### config.mk
export PLATFORM = sky130hd
export DESIGN_NAME = ordered_list_engine
export DESIGN_NICKNAME = d
export VERILOG_FILES = /design/src/rtl/olst_pkg.sv /design/src/rtl/olst_ram.sv /design/src/rtl/ordered_list_engine.sv
export SDC_FILE = /design/constraint.sdc
export NUM_CORES = 1
export LEC_CHECK = 0
export BUFFER_PORTS_ARGS = -buffer_cell sky130_fd_sc_hd__clkbuf_2
export CAP_MARGIN = 0
export CELL_PAD_IN_SITES_DETAIL_PLACEMENT = 2
export CELL_PAD_IN_SITES_GLOBAL_PLACEMENT = 2
export CORE_ASPECT_RATIO = 0.75
export CORE_UTILIZATION = 43
export DETAILED_ROUTE_END_ITERATION = 10
export HOLD_SLACK_MARGIN = 0.15
export PLACE_DENSITY = 0.85
export SLEW_MARGIN = 5
export SYNTH_ARGS = -nofsm -noshare
export SYNTH_HDL_FRONTEND = slang
export SYNTH_HIERARCHICAL = 1
export SYNTH_SLANG_ARGS = --single-unit
### constraint.sdc
create_clock -name clock -period 4.61 [get_ports clock]
set_input_delay 0.922 -clock clock [delete_from_list [all_inputs] [get_ports clock]]
set_output_delay 0.922 -clock clock [all_outputs]
set_load 0.1 [all_outputs]
### src/rtl/olst_pkg.sv
// Shared types, sizes and helpers for the ordered list engine.
// Depends on nothing; imported by the top level.
package olst_pkg;

   localparam int Capacity = 16;
   localparam int DataW    = 32;
   localparam int IdxW     = $clog2(Capacity);
   localparam int LinkW    = $clog2(Capacity + 1);
   localparam logic [LinkW-1:0] Nil = LinkW'(Capacity);

   typedef enum logic [2:0] {
      OP_INS_FRONT  = 3'd0,
      OP_INS_BEFORE = 3'd1,
      OP_INS_AFTER  = 3'd2,
      OP_INS_END    = 3'd3,
      OP_READ_ALL   = 3'd4,
      OP_DEL_FIRST  = 3'd5,
      OP_DEL_VALUE  = 3'd6,
      OP_DEL_LAST   = 3'd7
   } op_type;

   typedef enum logic [1:0] {
      ST_OK        = 2'd0,
      ST_NOT_FOUND = 2'd1,
      ST_EMPTY     = 2'd2,
      ST_FULL      = 2'd3
   } status_type;

   typedef enum logic [2:0] {
      S_IDLE,
      S_WALK,
      S_WR_NEW,
      S_WR_PREV,
      S_RESP
   } state_type;

   // Lowest-numbered free slot, or Nil when every slot is taken.
   function automatic logic [LinkW-1:0] first_free(input logic [Capacity-1:0] used);
      logic [LinkW-1:0] slot;
      slot = Nil;
      for (int i = Capacity - 1; i >= 0; i--) begin
         if (!used[i]) begin
            slot = LinkW'(i);
         end
      end
      return slot;
   endfunction

endpackage

### src/rtl/olst_ram.sv
// Generic single-write, single-read RAM with a registered read port.
// Depends on nothing; used for the slot value and slot link stores.
module olst_ram #(
   parameter int Width = 32,
   parameter int Depth = 16
) (
   input  logic                     clock,
   input  logic                     we,
   input  logic [$clog2(Depth)-1:0] waddr,
   input  logic [Width-1:0]         wdata,
   input  logic [$clog2(Depth)-1:0] raddr,
   output logic [Width-1:0]         rdata
);

   logic [Width-1:0] mem [Depth];
   logic [Width-1:0] rdata_ff;

   always_ff @(posedge clock) begin
      if (we) begin
         mem[waddr] <= wdata;
      end
      rdata_ff <= mem[raddr];
   end

   assign rdata = rdata_ff;

endmodule

### src/rtl/ordered_list_engine.sv
// Ordered list engine: a bounded list of signed values kept in linked slots.
// Front insert and delete first act at the head; searches, insert at end and
// delete last walk the list one link per cycle.
// Read all delivers one entry per cycle when the result side keeps up.
// Reset empties the list at once; the slot stores are not cleared.
// Depends on olst_pkg and olst_ram.
module ordered_list_engine
   import olst_pkg::*;
(
   input  logic                    clock,
   input  logic                    reset,
   input  logic                    req_valid,
   output logic                    req_ready,
   input  logic [2:0]              req_op,
   input  logic signed [DataW-1:0] req_value,
   input  logic signed [DataW-1:0] req_key,
   output logic                    rsp_valid,
   input  logic                    rsp_ready,
   output logic [1:0]              rsp_status,
   output logic signed [DataW-1:0] rsp_item,
   output logic                    rsp_last
);

   state_type state_ff, state_in;
   op_type op_ff, op_in;
   logic signed [DataW-1:0] val_ff, val_in, key_ff, key_in;
   logic [LinkW-1:0] cur_ff, cur_in, prev_ff, prev_in, step_ff, step_in;
   logic [LinkW-1:0] new_ff, new_in, lnew_ff, lnew_in, plink_ff, plink_in;
   status_type status_ff, status_in;
   logic [LinkW-1:0] head_ff, head_in, count_ff, count_in;
   logic [Capacity-1:0] used_ff, used_in;
   logic rsp_valid_ff, rsp_valid_in, rsp_last_ff, rsp_last_in;
   status_type rsp_status_ff, rsp_status_in;
   logic signed [DataW-1:0] rsp_item_ff, rsp_item_in;

   logic [IdxW-1:0] rd_addr, link_waddr;
   logic [LinkW-1:0] link_wdata, link_rd, nxt, step_next, free_slot;
   logic [DataW-1:0] val_rd;
   logic val_we, link_we;
   logic can_emit, full, empty, at_end, match, req_ins, op_search, op_tail;
   op_type req_op_t;

   olst_ram #(.Width(DataW), .Depth(Capacity)) u_value_ram (
      .clock (clock),
      .we    (val_we),
      .waddr (new_ff[IdxW-1:0]),
      .wdata (val_ff),
      .raddr (rd_addr),
      .rdata (val_rd)
   );

   olst_ram #(.Width(LinkW), .Depth(Capacity)) u_link_ram (
      .clock (clock),
      .we    (link_we),
      .waddr (link_waddr),
      .wdata (link_wdata),
      .raddr (rd_addr),
      .rdata (link_rd)
   );

   assign req_op_t  = op_type'(req_op);
   assign req_ready = (state_ff == S_IDLE);
   assign can_emit  = !rsp_valid_ff || rsp_ready;
   assign full      = (count_ff == LinkW'(Capacity));
   assign empty     = (count_ff == '0) || (head_ff == Nil);
   assign free_slot = first_free(used_ff);
   assign req_ins   = (req_op_t == OP_INS_FRONT) || (req_op_t == OP_INS_BEFORE) ||
                      (req_op_t == OP_INS_AFTER) || (req_op_t == OP_INS_END);
   assign op_search = (op_ff == OP_INS_BEFORE) || (op_ff == OP_INS_AFTER) ||
                      (op_ff == OP_DEL_VALUE);
   assign op_tail   = (op_ff == OP_INS_END) || (op_ff == OP_DEL_LAST);
   assign nxt       = (link_rd >= Nil) ? Nil : link_rd;
   assign step_next = step_ff + LinkW'(1);
   assign at_end    = (step_next >= count_ff) || (nxt == Nil);
   assign match     = ($signed(val_rd) == ((op_ff == OP_DEL_VALUE) ? val_ff : key_ff));

   always_ff @(posedge clock) begin
      if (reset) begin
         state_ff     <= S_IDLE;
         head_ff      <= Nil;
         count_ff     <= '0;
         used_ff      <= '0;
         rsp_valid_ff <= 1'b0;
      end else begin
         state_ff     <= state_in;
         head_ff      <= head_in;
         count_ff     <= count_in;
         used_ff      <= used_in;
         rsp_valid_ff <= rsp_valid_in;
      end
   end

   always_ff @(posedge clock) begin
      op_ff         <= op_in;
      val_ff        <= val_in;
      key_ff        <= key_in;
      cur_ff        <= cur_in;
      prev_ff       <= prev_in;
      step_ff       <= step_in;
      new_ff        <= new_in;
      lnew_ff       <= lnew_in;
      plink_ff      <= plink_in;
      status_ff     <= status_in;
      rsp_status_ff <= rsp_status_in;
      rsp_item_ff   <= rsp_item_in;
      rsp_last_ff   <= rsp_last_in;
   end

   always_comb begin
      state_in      = state_ff;
      op_in         = op_ff;
      val_in        = val_ff;
      key_in        = key_ff;
      cur_in        = cur_ff;
      prev_in       = prev_ff;
      step_in       = step_ff;
      new_in        = new_ff;
      lnew_in       = lnew_ff;
      plink_in      = plink_ff;
      status_in     = status_ff;
      head_in       = head_ff;
      count_in      = count_ff;
      used_in       = used_ff;
      rsp_valid_in  = rsp_valid_ff && !rsp_ready;
      rsp_status_in = rsp_status_ff;
      rsp_item_in   = rsp_item_ff;
      rsp_last_in   = rsp_last_ff;
      rd_addr       = cur_ff[IdxW-1:0];
      val_we        = 1'b0;
      link_we       = 1'b0;
      link_waddr    = new_ff[IdxW-1:0];
      link_wdata    = lnew_ff;

      unique case (state_ff)
         S_IDLE: begin
            rd_addr = head_ff[IdxW-1:0];
            if (req_valid) begin
               op_in     = req_op_t;
               val_in    = req_value;
               key_in    = req_key;
               cur_in    = head_ff;
               prev_in   = Nil;
               step_in   = '0;
               new_in    = free_slot;
               lnew_in   = head_ff;
               plink_in  = Nil;
               status_in = ST_OK;
               if (req_ins && full) begin
                  status_in = ST_FULL;
                  state_in  = S_RESP;
               end else if ((req_op_t == OP_INS_FRONT) ||
                            ((req_op_t == OP_INS_END) && empty)) begin
                  state_in = S_WR_NEW;
               end else if (empty) begin
                  if ((req_op_t == OP_READ_ALL) || (req_op_t == OP_DEL_FIRST) ||
                      (req_op_t == OP_DEL_LAST)) begin
                     status_in = ST_EMPTY;
                  end else begin
                     status_in = ST_NOT_FOUND;
                  end
                  state_in = S_RESP;
               end else begin
                  state_in = S_WALK;
               end
            end
         end

         S_WALK: begin
            if (op_ff == OP_READ_ALL) begin
               if (can_emit) begin
                  rsp_valid_in  = 1'b1;
                  rsp_status_in = ST_OK;
                  rsp_item_in   = val_rd;
                  rsp_last_in   = at_end;
                  if (at_end) begin
                     state_in = S_IDLE;
                  end else begin
                     cur_in  = nxt;
                     prev_in = cur_ff;
                     step_in = step_next;
                     rd_addr = nxt[IdxW-1:0];
                  end
               end
            end else if ((op_ff == OP_DEL_FIRST) || (op_tail && at_end) ||
                         (op_search && match)) begin
               if (op_ff == OP_INS_BEFORE) begin
                  lnew_in  = cur_ff;
                  plink_in = prev_ff;
                  state_in = S_WR_NEW;
               end else if ((op_ff == OP_INS_AFTER) || (op_ff == OP_INS_END)) begin
                  lnew_in  = nxt;
                  plink_in = cur_ff;
                  state_in = S_WR_NEW;
               end else begin
                  if (prev_ff == Nil) begin
                     head_in = nxt;
                  end else begin
                     link_we    = 1'b1;
                     link_waddr = prev_ff[IdxW-1:0];
                     link_wdata = nxt;
                  end
                  used_in[cur_ff[IdxW-1:0]] = 1'b0;
                  count_in  = count_ff - LinkW'(1);
                  status_in = ST_OK;
                  state_in  = S_RESP;
               end
            end else if (at_end) begin
               status_in = ST_NOT_FOUND;
               state_in  = S_RESP;
            end else begin
               cur_in  = nxt;
               prev_in = cur_ff;
               step_in = step_next;
               rd_addr = nxt[IdxW-1:0];
            end
         end

         S_WR_NEW: begin
            val_we     = 1'b1;
            link_we    = 1'b1;
            link_waddr = new_ff[IdxW-1:0];
            link_wdata = lnew_ff;
            used_in[new_ff[IdxW-1:0]] = 1'b1;
            count_in   = count_ff + LinkW'(1);
            if (plink_ff == Nil) begin
               head_in  = new_ff;
               state_in = S_RESP;
            end else begin
               state_in = S_WR_PREV;
            end
         end

         S_WR_PREV: begin
            link_we    = 1'b1;
            link_waddr = plink_ff[IdxW-1:0];
            link_wdata = new_ff;
            state_in   = S_RESP;
         end

         S_RESP: begin
            if (can_emit) begin
               rsp_valid_in  = 1'b1;
               rsp_status_in = status_ff;
               rsp_item_in   = '0;
               rsp_last_in   = 1'b1;
               state_in      = S_IDLE;
            end
         end

         default: begin
            state_in = S_IDLE;
         end
      endcase
   end

   assign rsp_valid  = rsp_valid_ff;
   assign rsp_status = rsp_status_ff;
   assign rsp_item   = rsp_item_ff;
   assign rsp_last   = rsp_last_ff;

`ifndef SYNTHESIS
   a_count_range: assert property (@(posedge clock) disable iff (reset)
      count_ff <= LinkW'(Capacity))
      else $error("Entry count exceeds the capacity.");

   a_used_matches_count: assert property (@(posedge clock) disable iff (reset)
      $countones(used_ff) == int'(count_ff))
      else $error("Occupied slot bits disagree with the entry count.");

   a_head_null_iff_empty: assert property (@(posedge clock) disable iff (reset)
      (count_ff == '0) == (head_ff == Nil))
      else $error("Head pointer and entry count disagree on emptiness.");

   a_error_is_last: assert property (@(posedge clock) disable iff (reset)
      (rsp_valid_ff && (rsp_status_ff != ST_OK)) |-> rsp_last_ff)
      else $error("An error status transfer is not marked last.");
`endif

endmodule
==> results.cfg, run 1 <==
[synthesis]
synth_edf_count = 726
synth_seq_area_share_pct = 74.5
synth_seq_cells = 793
synth_area_per_cell_um2 = 18.3
syn_nets = 1782
yosys_warnings = 6
synthFlopType = edfxtp_1
synthCells = 1701
ys_types = 64
syn_area_um2 = 31100
async_reset_ff_share_pct = 0

[sta]
holdWs_ns = 0.430
slew_headroom_pct = 13.2
tightest_slew_ns = 1.30
slew_violations = 0
finalSetupViolations = 28
hold_violations = 0
min_period_over_period_pct = 103
fmax_mhz = 211
rsz0062_at_grt = yes
fin_ws_ns = -0.127
fin_crit_ns = 4.74
skew_ns = 0.0477
tns_ns = -1.28

[critical_path]
path_buf_inv = 5
r2r_cells = 17
worstReg2RegStart = op_ff[1]
required_ns = 5.13
path_cells = buf_4 > nor3b_4 > o21ai_0 > and2_0 > a2111oi_4 > nand4b_1 > nor2_2 > a21oi_2 > buf_4 > nand3_4 > o221a_4 > buf_4 > buf_12 > buf_16 > mux4_2 > a22oi_2 > nand2_1
path_common_cell = buf_4
cp_max_fo = 19
critPathCaptureType = flop
rrSetupSlack_ns = -0.13
crit_arrival_ns = 5.26
r2r-end = u_value_ram/rdata[21]
slowest_delay_ns = 0.55
start_kind = flop
worstSetupPathType = flop to flop
crit_family = compound AO/OA/AOI/OAI gates
cp_slowest_cell = mux4_2

[global_routing]
antenna_found_initial = 8
gr-usage-all-layers_pct = 32.8
grt_overflow = 0
grt_pass1_wl_mm = 166
grt_pass1_vias = 20700
grt_max_degree = 63

[power]
power_mw = 18.1
switching_power_mw = 5.35
leakage_nw = 11.8
p_clk_share_pct = 35.4
seqPwrFrac_pct = 48.3
intPower_mw = 12.7
pwr-share-comb_pct = 16.2
p_per_area_nw_per_um2 = 495
peakVddDrop_mv = 0.308
power.share.switching_pct = 29.6

[drt]
drt_iter0_markers = 2820
routed_wl_mm = 121
routed_via_density = 6.63
dr.pass1.iters = 6
ant_nets = 0
post-route-drc-count = 0
post_drt_wl_per_cell_um = 41.3
num_vias = 19400

[floorplan]
start_util_pct = 43.9
core_um2 = 70700
rows = 84
die_h_um = 235
die_w_um = 312
die_area_um2 = 73400
io_pins = 108

[status]
violations = setup timing
outcome = finished with violations

[finish]
finalInstanceArea_um2 = 36600
stdcell_count = 2928
syn2layout_area_growth_pct = 17.6
drive_above_1_share_pct = 27.9
finalNetCount = 1996

[clocking]
cts-root-buf = clkbuf_16
cts_tree = built
numCtsBuffers = 77
clk_path_buf_depth = 3
clock_latency_ns = 0.67
cts_hold_buffers = 0
htree_levels = 3
cts.sinks = 793
cts.clk_slew.worst_paths_ns = 0.07

[placement]
hpwl_mm = 71.6
place_area_um2 = 33500
dp_cells = 2758
gp_congestion = 0.826
io_buffers = 107

[worst_hold_path]
min_from = req_value[31]
hp-class = input pin to flop
whs_endpoint = val_ff[31]
min_path_cells = 1

[job]
drv_cap = 0
## power groups by stage
stage               combinational [mW]  sequential (mW)  clock (mW)
floorplan                         1.42             8.82           0
global placement                  2.38             8.77           0
detailed placement                2.58             8.82           0
CTS                               2.78             8.70        6.45
global route                      3.02             8.72        6.69
finish                            2.94             8.74        6.41
## per-stage QoR
| stage | util, % | setup slack [ns] |
|---|---|---|
| 6_report | 51.7 | -0.127 |
| 5_1_grt | 51.7 | -0.196 |
| 4_1_cts | 51.3 | 0.0000564 |
| 3_5_place_dp | 47.3 | -0.630 |
| 3_3_place_gp | 47.3 | -0.0605 |
| 2_1_floorplan | - | 0.253 |
## layer usage
metal,GRT usage (%),wire length (um),vias up,part of all wire [%]
li1,-,-,7300,-
met5,0,24,-,0.020
met3,7.33,11500,478,9.5
met1,40.6,43200,10200,36
met4,18.8,8700,4,7.2
met2,53.2,57700,1436,48
## how the worst max path moves through the flow
stage / startpoint / end / slack, ns / depth (start not counted)
final: op_ff[1] / u_value_ram/rdata[21] / -0.13 / 17
after global routing: op_ff[1] / u_value_ram/rdata[21] / -0.20 / 17
after CTS: op_ff[0] / u_value_ram/rdata[2] / 0.00006 / 16
after detailed placement: op_ff[0] / u_link_ram/rdata[0] / -0.63 / 14
after global placement: op_ff[0] / u_link_ram/rdata[3] / -0.06 / 14
after floorplan: step_ff[0] / u_value_ram/rdata[10] / 0.25 / 15
## synthesized netlist by cell type, drive strengths merged (10+ instances only)
master    n  share of area [%]
edfxtp  726                 70
mux4    148                 11
nand2    86                1.0
nor2     73               0.88
a22oi    69                1.7
dfxtp    67                4.3
clkbuf   45               0.54
a21oi    44               0.73
buf      37               0.73
nor2b    37               0.74
inv      30               0.36
nand3    30               0.48
o21ai    29               0.47
nor3     28               0.47
mux2i    26               0.84
nand2b   23               0.46
nand3b   17               0.42
and2     15               0.30
xor2     15               0.42
a211oi   14               0.34
xnor2    14               0.39
a21o     11               0.29
nor4     10               0.20
## final cells by class
type,instances,area (um2)
Antenna cell,3,7.51
Fill cell,6142,34200
Inverter,30,115
Multi-Input combinational cell,798,7860
Clock buffer,117,2240
Timing Repair Buffer,215,1780
Clock inverter,26,230
Sequential cell,793,23100
Tap cell,946,1180
## cells in the final DEF (no fill, tap or decap), types with 16 or more instances in the layout
| cell | netlist | routed |
|---|---|---|
| a21oi_1 | 42 | 40 |
| a22oi_1 | 69 | 62 |
| buf_12 | 0 | 22 |
| buf_4 | 10 | 75 |
| clkbuf_1 | 45 | 26 |
| clkbuf_16 | 0 | 81 |
| clkbuf_2 | 0 | 107 |
| dfxtp_1 | 67 | 67 |
| edfxtp_1 | 726 | 726 |
| inv_1 | 30 | 29 |
| mux2i_1 | 26 | 21 |
| mux4_2 | 148 | 148 |
| nand2_1 | 86 | 86 |
| nand2b_1 | 23 | 23 |
| nand3_1 | 30 | 29 |
| nand3b_1 | 16 | 16 |
| nor2_1 | 73 | 52 |
| nor2_4 | 0 | 16 |
| nor2b_1 | 37 | 35 |
| nor3_1 | 27 | 20 |
| o21ai_0 | 29 | 28 |
## worst register-to-register path: cells and delay by family (launching register included)
family | cells | cell delay [ns]
and+or+nand+nor | 6 | 1.26
muxes | 1 | 0.57
AOI/OAI and AO/OA | 5 | 1.38
DFF | 1 | 0.50
buffers and inverters | 5 | 0.92
## what timing repair did
item / 4_1_cts / 5_1_grt
resized for setup: 32 / 27
buffers inserted: 12 / 7
pin swaps: 6 / 2
cloned: 3 / 2
setup endpoints to repair: 138 / 117
## kinds of logic after synthesis
kind of cell | Yosys count | synth area share, %
xor+xnor | 29 | 0.817
simple gates | 353 | 5.87
buf+inv | 112 | 1.64
mux | 174 | 11.6
fa+ha+maj | 10 | 0.427
compound gates | 230 | 5.21
flops | 793 | 74.5
## registers in the layout, summed over array words and instances, names as in the netlist, 16 cells and up
register           flops
u_value_ram/mem      512
rsp_item              32
val_ff                32
key_ff                32
u_value_ram/rdata     32
used_ff               16
u_link_ram/mem        80
Note: power is estimated with default switching activity, not from simulation.
==> run 2: changes to the inputs <==
Settings changed: CORE_UTILIZATION 43 to 40, SYNTH_HIERARCHICAL 1 to default.
==> run 2 against run 1 <==
  * The flow still finishes with violations (setup timing)
  * Global-route usage increased by 1.4 points
  * Flip-flop and latch count unchanged
  * Sequential power increased by 17%
  * Power increased by 67%
  * Register-to-register slack got worse by 0.03 ns
  * Clock-buffer cell count decreased by 13
  * Clock skew increased by 0.0044 ns
  * Worst setup slack got worse by 0.029 ns
  * Synthesized cell count increased by 52%
  * Critical endpoint is now u_value_ram.rdata[25]
  * Largest cell class unchanged
==> results.cfg, run 2 <==
[status]
outcome = finished with violations
violations = setup timing

[synthesis]
synth_seq_area_share_pct = 66.9
synthTopCellsByCount = edfxtp_1 (726), inv_1 (255), o311ai_0 (216)
synthFlopType = edfxtp_1
synth_compound_area_share_pct = 16.6
syn_nets = 2675
synthAdderAreaFrac_pct = 0.383
synth_seq_cells = 793
yosysTopAreaCell = edfxtp_1
synthXorXnorAreaFrac_pct = 1.11
synth_top_area_share_pct = 63.0
synthCells = 2594
synth.most_common_cell = edfxtp_1
muxShareOfSynthArea_pct = 2.79
syn_area_um2 = 34600
ys_types = 80
synth_area_leaders = edfxtp_1 (63%), o311ai_0 (5.5%), dfxtp_1 (3.9%)
synth_top_family_by_area = compound AO/OA/AOI/OAI gates
async_reset_ff_share_pct = 0
yosys.area_share.simple_pct = 6.65
yosys_warnings = 0
synth_edf_count = 726
synth_area_per_cell_um2 = 13.3

[global_routing]
antenna_found_initial = 3
gr-usage-all-layers_pct = 34.2
grt_overflow = 0
grt_max_degree = 217
grt_pass1_vias = 29100
grt_pass1_wl_mm = 218

[clocking]
numCtsBuffers = 79
cts.sinks = 793
cts_hold_buffers = 0
cts.clk_slew.worst_paths_ns = 0.08
htree_levels = 3
cts-root-buf = clkbuf_16
cts_tree = built
clk_path_buf_depth = 3
clock_latency_ns = 0.68

[power]
power_mw = 30.1
peakVddDrop_mv = 0.869
p_per_area_nw_per_um2 = 753
leakage_nw = 13.5

[sta]
slew_violations = 0
skew_ns = 0.0521
hold_violations = 0
fin_crit_ns = 4.77
finalSetupViolations = 19
rsz0062_at_grt = yes
slew_headroom_pct = 2.78
fmax_mhz = 210
fin_ws_ns = -0.156
min_period_over_period_pct = 103
holdWs_ns = 0.414
tightest_slew_ns = 1.46

[worst_hold_path]
min_from = req_key[12]
hp-class = input pin to flop

[critical_path]
crit_family = simple AND/OR/NAND/NOR gates
cp_max_fo = 216
start_kind = flop
startpoint = op_ff[0]
path_buf_inv = 2
crit_arrival_ns = 5.32
worstSetupPathType = flop to flop
path_common_cell = nand4_1
cp_slowest_cell = o311ai_0
critPathCaptureType = flop
required_ns = 5.16
slowest_delay_ns = 0.87
worstReg2RegStart = op_ff[0]
path_cells = and3b_4 > nand4_1 > or4_1 > a211oi_2 > buf_4 > and3_1 > a21oi_4 > buf_16 > o311ai_0 > o2111ai_1 > nand4_1 > nand4_1

[finish]
fin_util_pct = 46.7
top_register = u_value_ram.mem
drive_above_1_share_pct = 17.7
most-common-layout-cells = edfxtp_1 (726), inv_1 (254), o311ai_0 (213)
syn2layout_area_growth_pct = 15.7
reg_top3 = u_value_ram.mem: 512 flops, u_link_ram.mem: 80 flops
final_common_cell = edfxtp_1
finalNetCount = 2778
largest_reg_flops = 512
finalInstanceArea_um2 = 40000

[placement]
place_area_um2 = 37300
hpwl_mm = 85.0
dp_slack_ns = -0.407
io_buffers = 107
gp_congestion = 0.863

[floorplan]
io_pins = 108
start_util_pct = 40.4
die_w_um = 342
core_um2 = 85800
rows = 93
die_h_um = 257
die_area_um2 = 87700

[drt]
routed_wl_mm = 152
routed_via_density = 7.06
drt_iter0_markers = 3774
num_vias = 27500
post_drt_wl_per_cell_um = 39.1
post-route-drc-count = 0
dr.pass1.iters = 8
ant_nets = 0

[job]
drv_cap = 0
## run 2: cell families after synthesis
| logic type | Yosys count |
|---|---|
| buf+inv | 500 |
| simple gates | 444 |
| xor+xnor | 44 |
| flops | 793 |
| mux | 87 |
| compound gates | 716 |
| fa+ha+maj | 10 |
## run 2: where the power goes
| group | leakage (nW) | switching [mW] | internal, mW | total [mW] |
|---|---|---|---|---|
| clock | 1.27 | 3.08 | 3.79 | 6.86 |
| combinational | 5.09 | 9.47 | 3.62 | 13.1 |
| sequential | 7.15 | 1.02 | 9.16 | 10.2 |
## run 2: stage by stage
| stage | TNS [ns] | instances |
|---|---|---|
| after floorplan | 0 | 2594 |
| after global placement | 0 | 3750 |
| after detailed placement | -24.92 | 3750 |
| after CTS | 0 | 3899 |
| after global routing | -0.135 | 3902 |
| final | -1.16 | 3903 |
## run 2: cell type report
type / count / area [um2]
diodes: 1 / 2.50
clock buffers: 104 / 2170
clock inverters: 42 / 425
fillers: 8136 / 45700
inverters: 257 / 967
multi-input cells: 1301 / 9800
flip-flops and latches: 793 / 23100
well taps: 1140 / 1430
repair buffers: 265 / 2110
## run 2: path summary, 6_finish.rpt
path / end / slack [ns] / cells past startpoint
setup reg to reg: u_value_ram.rdata[25] / -0.16 / 12
hold reg to reg: rsp_status[1] / 0.54 / 1
hold / removal: key_ff[12] / 0.41 / 1
setup / recovery: u_value_ram.rdata[25] / -0.16 / 12
## run 2: repair_timing
action | 4_1_cts | 5_1_grt
setup buffers | 3 | 3
setup endpoints to repair | 133 | 105
gates resized for setup | 10 | 10
endpoints found under the hold margin | 0 | 0
pin swaps | 2 | 2
## run 2: routing by layer
| layer | wire, um | GRT usage [%] | vias up |
|---|---|---|---|
| li1 | - | - | 10600 |
| met1 | 56000 | 42.6 | 14300 |
| met2 | 72200 | 54.8 | 2001 |
| met3 | 14000 | 6.55 | 582 |
| met4 | 10300 | 21.2 | 4 |
| met5 | 22 | 0 | - |
